`src/hw/rtl/fpt_pkg.sv`:
```
// fee percentile tracker: shared types, operation and register codes, constants
// no dependencies

package fpt_pkg;

	localparam logic [2:0] OP_RECORD   = 3'd0;
	localparam logic [2:0] OP_BLOCK    = 3'd1;
	localparam logic [2:0] OP_CLASSIFY = 3'd2;
	localparam logic [2:0] OP_ESTIMATE = 3'd3;
	localparam logic [2:0] OP_STATS    = 3'd4;

	localparam logic [1:0] CFG_ADAPTIVE = 2'd0;
	localparam logic [1:0] CFG_TARGET   = 2'd1;
	localparam logic [1:0] CFG_GAIN     = 2'd2;
	localparam logic [1:0] CFG_LIMIT    = 2'd3;

	localparam logic [2:0] SLOT_MIN  = 3'd0;
	localparam logic [2:0] SLOT_MAX  = 3'd1;
	localparam logic [2:0] SLOT_P50  = 3'd2;
	localparam logic [2:0] SLOT_P90  = 3'd3;
	localparam logic [2:0] SLOT_P99  = 3'd4;
	localparam logic [2:0] SLOT_P25  = 3'd5;
	localparam int         SLOT_NUM  = 6;

	localparam logic [1:0] TIER_LOW    = 2'd0;
	localparam logic [1:0] TIER_NORMAL = 2'd1;
	localparam logic [1:0] TIER_HIGH   = 2'd2;
	localparam logic [1:0] TIER_URGENT = 2'd3;

	localparam logic [63:0] MIN_BASE   = 64'd1000;
	localparam logic [16:0] LOAD_ONE   = 17'd65536;
	localparam int          RECIP_SHIFT = 26;

	localparam logic signed [35:0] MULT_ONE  = 36'sd268435456;
	localparam logic signed [35:0] MULT_LOW  = 36'sd234881024;
	localparam logic signed [35:0] MULT_HIGH = 36'sd301989888;

	// k * ceil(2^26 / 100), exact for k * (n - 1) below 2^20
	function automatic logic [26:0] rank_recip(input logic [2:0] slot);
		logic [26:0] r;
		begin
			case (slot)
				SLOT_P50: r = 27'd33554450;
				SLOT_P90: r = 27'd60398010;
				SLOT_P99: r = 27'd66437811;
				SLOT_P25: r = 27'd16777225;
				default:  r = 27'd0;
			endcase
			return r;
		end
	endfunction

	typedef enum logic [1:0] {
		CELL_HOLD,
		CELL_INSERT,
		CELL_REMOVE
	} cell_op_t;

	typedef struct packed {
		cell_op_t    op;
		logic [63:0] key;
	} cell_cmd_t;

	typedef enum logic [3:0] {
		ST_IDLE,
		ST_TRIM_CHK,
		ST_TRIM_EX,
		ST_INSERT,
		ST_BASE_GO,
		ST_BASE_WAIT,
		ST_RANK_IX,
		ST_RANK_RD,
		ST_FINISH
	} state_t;

	typedef struct packed {
		logic [2:0]  operation;
		logic [63:0] fee_amount;
		logic        was_included;
		logic [16:0] block_load;
		logic [1:0]  wanted_tier;
	} item_t;

	typedef struct packed {
		logic [1:0]  fee_tier;
		logic [63:0] estimated_fee;
		logic [63:0] lowest_fee;
		logic [63:0] highest_fee;
		logic [63:0] p50_value;
		logic [63:0] p90_value;
		logic [63:0] p99_value;
		logic [8:0]  window_count;
		logic [8:0]  incl_count;
		logic [63:0] base_level;
	} result_t;

endpackage

```
`src/hw/rtl/fpt_cell.sv`:
```
// fee percentile tracker: one cell of the sorted fee row
// depends on fpt_pkg

module fpt_cell (
	input  logic              clk,
	input  fpt_pkg::cell_cmd_t cmd,
	input  logic              below,
	input  logic              at_end,
	input  logic [63:0]       left_val,
	input  logic              left_gt,
	input  logic [63:0]       right_val,
	output logic [63:0]       val,
	output logic              gt
);
	import fpt_pkg::*;

	logic [63:0] val_q;

	always_ff @(posedge clk) begin
		case (cmd.op)
			CELL_INSERT: begin
				if ((below && (val_q > cmd.key)) || at_end) begin
					val_q <= left_gt ? left_val : cmd.key;
				end
			end
			CELL_REMOVE: begin
				if (below && (val_q >= cmd.key)) begin
					val_q <= right_val;
				end
			end
			default: begin
			end
		endcase
	end

	assign val = val_q;
	assign gt  = val_q > cmd.key;

endmodule

```
`config.mk`:
```
export PLATFORM = sky130hd
export DESIGN_NAME = fpt_cell
export DESIGN_NICKNAME = d
export VERILOG_FILES = /design/src/hw/rtl/fpt_pkg.sv /design/src/hw/rtl/fpt_cell.sv
export SDC_FILE = /design/constraint.sdc
export NUM_CORES = 1
export LEC_CHECK = 0
export ABC_AREA = 1
export BUFFER_PORTS_ARGS = -buffer_cell sky130_fd_sc_hd__buf_4
export CELL_PAD_IN_SITES_DETAIL_PLACEMENT = 1
export CELL_PAD_IN_SITES_GLOBAL_PLACEMENT = 2
export CORE_ASPECT_RATIO = 0.8
export CORE_MARGIN = 3
export CORE_UTILIZATION = 27
export CTS_BUF_LIST = sky130_fd_sc_hd__clkbuf_16
export DETAILED_ROUTE_END_ITERATION = 6
export GPL_TIMING_DRIVEN = 0
export PLACE_DENSITY = 0.95
export REMOVE_ABC_BUFFERS = 1
export SETUP_SLACK_MARGIN = 0.5
export SLEW_MARGIN = 0
export SYNTH_ARGS = -nofsm -noshare
export SYNTH_HDL_FRONTEND = slang
export SYNTH_SLANG_ARGS = --single-unit
```
`constraint.sdc`:
```
create_clock -name clk -period 6.6 [get_ports clk]
set_input_delay 0.66 -clock clk [delete_from_list [all_inputs] [get_ports clk]]
set_output_delay 0.66 -clock clk [all_outputs]
set_load 0.03 [all_outputs]
```
# After elaboration in Yosys (flattened, before gate mapping)
# Cells that the tools add are included.
[totals]
reg_bits = 64
input_bits = 198
output_inout_bits = 65
word_cells = 16
[op_classes]
order_cmp = 2
n_eq_ne = 4
muxes = 4
n_reduce_logical = 5
[op_table]
columns = ["op", "n"]
rows = [
  ["64-bit 2-to-1 mux", 3],
  ["64-bit case mux with 2 select lines", 1],
  ["64-bit >= comparator", 1],
  ["64-bit > comparator", 1],
  ["2-bit != test, second input constant", 2],
  ["3-bit AND reduction", 1],
  ["2-bit by 1-bit equality test with 1-bit output, second input constant", 1],
  ["2-bit equality test, second input constant", 1],
  ["1-bit logical AND", 2],
  ["2-bit nonzero test", 1],
  ["1-bit logical OR", 1],
]

# Logic depth before layout (Yosys ltp)
[depth]
depth_word = 5
ltp_mapped = 19
mapped_depth_nobuf = 19

# Worst setup path after synthesis
# No wires, ideal clock.
[synth_path]
path_type = "input-to-reg"
start = "in cmd[59] in the netlist's numbering"
end = "reg val_q[0], in the netlist val[0] (enable)"
setup_time_ns = 0.418
arrival_ns = 3.055
path_slack_ns = 3.127
path_stages = 14
path_buffers = 0
cell_sequence = "inv_1 > ha_1 > nand2_1 > inv_1 > nand3_1 > nor2_2 > nand2_1 > nor3b_2 > nand3_2 > nand3_1 > nand2_1 > nand2_1 > nand2_1 > inv_1"
[synth_via]
elab_chain_cells = 5
elab_cells_between_ends = 8
classes_between = "order compare: 2; eq/ne: 2; reduce/logical: 4"
[synth_rtl]
columns = ["element", "line_no", "rtl"]
rows = [
  ["from (decl)", "fpt_cell.sv:6", "input fpt_pkg::cell_cmd_t cmd,"],
  ["64-bit > comparator", "fpt_cell.sv:22", "if ((below && (val_q > cmd.key)) || at_end) begin"],
  ["1-bit logical AND", "fpt_cell.sv:22", ""],
  ["1-bit logical OR", "fpt_cell.sv:22", ""],
  ["2-bit != test (no line)", "-", ""],
  ["3-bit AND reduction (no line) *", "-", ""],
  ["to (signal assigned)", "fpt_cell.sv:23", "val_q <= left_gt ? left_val : cmd.key;"],
  ["to (signal assigned)", "fpt_cell.sv:28", "val_q <= right_val;"],
  ["to (decl)", "fpt_cell.sv:17", "logic [63:0] val_q;"],
]
# Every way passes the cells marked *; elsewhere a longest branch is shown, timed or not.
# A chain may end at the register's enable or synchronous reset.

# Worst setup path after layout
[layout_path]
start = "in cmd[23] in the netlist's numbering"
end = "reg val_q[1], in the netlist val[1] (enable)"
# Same word-level chain as after synthesis.

==> results.md <==
* Outcome: completed
* Final-report setup violation count at 0
* Final setup margin at 3610 ps
* Gr ovfl total at 0
* Critical path startpoint category: input pin
* Vias at 4927
* Max Fclk at 334 MHz
* Chip width at about 160 um
* Post-synthesis mux area share at 0%
* Synth Instances at ~580
* R2R depth at 11
* DRT iter0 DRCs at 158
* Worst-Skew Late Latency at ~330 ps
* Cell Rows at 43
* Max IR drop VDD at 0.104 mV
* Leak at 3.61 nW
* First-pass iteration count of the detailed router at 4
* Combinational power share at between 20 and 30%
* Most frequent cells in the layout: buf_4 (262), nand2_1 (134), inv_1 (81)
* Die ar. at around 20000 um2
* H-tree depth at 3
* Clock Path Buffers at 2
* Routed WL per cell at 16.3 um
* Vias in the first global route at 5141
* Post-cts gate resize count at 0
* R2R Path Start: val[63]$_DFFE_PP_
* # port buffers at 262
* Syn avg cell area at 8.70 um2
* Initial antenna violation count at 0
* Clk root buf: clkbuf_16
* Area leader, netlist: edfxtp_1
* RSZ-0062 raised after global routing: no
* Largest net degree at the start of global routing at 128
* Worst hold slack at 607 ps
* Setup_tns at 0 ps
* Critical path capture point type: flip-flop
* GR Util All Layers at 16.7%
* Final ANT Viol Nets at 0
* Hold crit path type: input pin to flip-flop
* NetSw at 0.421 mW
* Xor/xnor cell area share of the yosys netlist at 0%
* Power density cells at between 150 and 200 nW/um2
* Pre-CTS setup slack at ~3200 ps
* P&R area growth vs syn at 49.4%
* Die H at approximately 130 um
* R2r setup slk at 3640 ps
* CP required at 6550 ps
* Tot Pwr at 1.43 mW
* Post-route DRC at 0
* Layout cells sized above 1 at 34.3%
* Sequential cell area at 1920 um2
* Synth top area share at 38.3%
* Ant diodes at 0
* Clock Skews at 7.76 ps
* CTS tree: done
* Internal power at 1.01 mW
* # IOs at approximately 260
* Largest family of logic cells by synthesized area: compound AO/OA/AOI/OAI gates
* Final Hold Vio Count at 0
* Clk slew on worst S/H paths at 60 ps
* Multi-input logic area at between 2000 and 3000 um2
* TritonCTS Buffers at 9
* Worst-Margin Slew at about 1300 ps
* Vias per std cell at 4.68
* WL final at 17.1 mm
* Clk sink count at 64
* Max Cap Viol at 0
* Setup Buffers After CTS at 0
* Switching portion of total power at approximately 29%
* Core Area at approximately 18000 um2
* Rel. slew slack at 14.9%
* Final worst path period need at roughly 3000 ps
* CP Max Fanout at 64
* WHS Endpoint: val[54]$_DFFE_PP_
* Seq cells post-synth at 64
* Seq pwr share at 35.3%
* Simple-gate share of the synthesized area at 14.1%
* Worst hold start: right_val[54]
* Max FFs per register at 64
* First-pass GRT wire length at around 27 mm
* Seq/Total Area, Yosys at 38.3%
* Compound-Gate Fraction of Synth Area at a little under a quarter
* Yosys cell types at 26
* Clk network pwr share at a little over a third
* Detailed Place HPWL at around 13 mm
* Starting Density at between 20% and 30%
* Synth Area in Adders at between 15 and 20%
* NumNets Final at approximately 1100
* Worst R2R End: val[1]$_DFFE_PP_
* Yosys warning count at 0
* GPL Wtd Cong at 0.763
* CP Class: input pin to flip-flop
* Area of the mapped netlist at ~5000 um2
* Final Max Tran Viols at 0
* Tcrit/Tclk final at 45.3%
* Largest cells by area after synthesis: edfxtp_1 (38%), ha_1 (16%), nand2_1 (10%)
* Hold path depth at 2
* Post-CTS Hold Fix Bufs at 0
* Crit path arrival time at between 2000 and 3000 ps
* Most common cell after layout, fill and taps aside: buf_4
* Fillers at 2158
[area by class of cell]
cell class              instances  area share, %
multi-input cells             403           35.7
well taps                     225           3.76
flip-flops and latches         64           25.7
clock inverters                 7           1.17
clock buffers                   9           3.01
inverters                      81           4.09
repair buffers                263           26.6
[how the worst max path moves through the flow]
stage                      startpoint                 to  slack (ps)
finish                        cmd[23]   val[1]$_DFFE_PP_        3610
global route        val[55]$_DFFE_PP_  val[60]$_DFFE_PP_        3310
CTS                           cmd[55]  val[60]$_DFFE_PP_        3550
detailed placement            cmd[55]  val[21]$_DFFE_PP_        3200
global placement              cmd[65]  val[56]$_DFFE_PP_         320
floorplan                     cmd[65]   val[0]$_DFFE_PP_        2290
[metrics by stage]
stage | area (um2) | instances | util, %
floorplan | 4890 | 548 | -
global placement | 7140 | 1035 | 40.2
detailed placement | 7180 | 1036 | 40.4
CTS | 7490 | 1052 | 42.2
global route | 7490 | 1052 | 42.2
finish | 7490 | 1052 | 42.2
[critical path, stage by stage]
cell and delay (ps):
buf_4 80, inv_1 50, ha_1 290, nand2_1 70, nor2_1 170, nand4_1 100, nor2_1 320, nand2_1 100
nand2_1 70, nand2_1 80, nand2_1 70, nand3_1 60, nand2_1 60, nand2_1 80, inv_4 660
[cells in the mapped netlist (all sizes together)]
master and instances:
nand4 6, a21oi 29, edfxtp 64, nor2 20, a21boi 1, a31oi 2, buf 12, or2 1
ha 64, inv 81, o21a 65, and3 1, nand3 6, nor3b 1, a21o 1, nor3 3
o21bai 1, o21ai 6, nand2 134, clkbuf 16, o211ai 62
[power by group through the flow]
stage	sequential (mW)	clock, mW	combinational (mW)
floorplan	0.566	0	0.164
global placement	0.514	0	0.406
detailed placement	0.514	0	0.414
CTS	0.506	0.537	0.416
global route	0.509	0.555	0.459
finish	0.505	0.518	0.408
[cell families after synthesis]
kind of cell / after synthesis
compound gates: 167
fa+ha+maj: 64
flops: 64
simple gates: 172
buf+inv: 109
[routing by layer]
| layer | share of wire (%) | vias to the layer above | wire (um) | global-route usage [%] |
|---|---|---|---|---|
| met5 | 0 | - | 0 | 0 |
| met4 | 1.2 | 0 | 198 | 4.45 |
| met3 | 9.4 | 14 | 1620 | 6.34 |
| met2 | 46 | 157 | 7830 | 26.7 |
| met1 | 44 | 2247 | 7450 | 21.3 |
| li1 | - | 2509 | - | - |
Power figures use the tool's default switching activity.
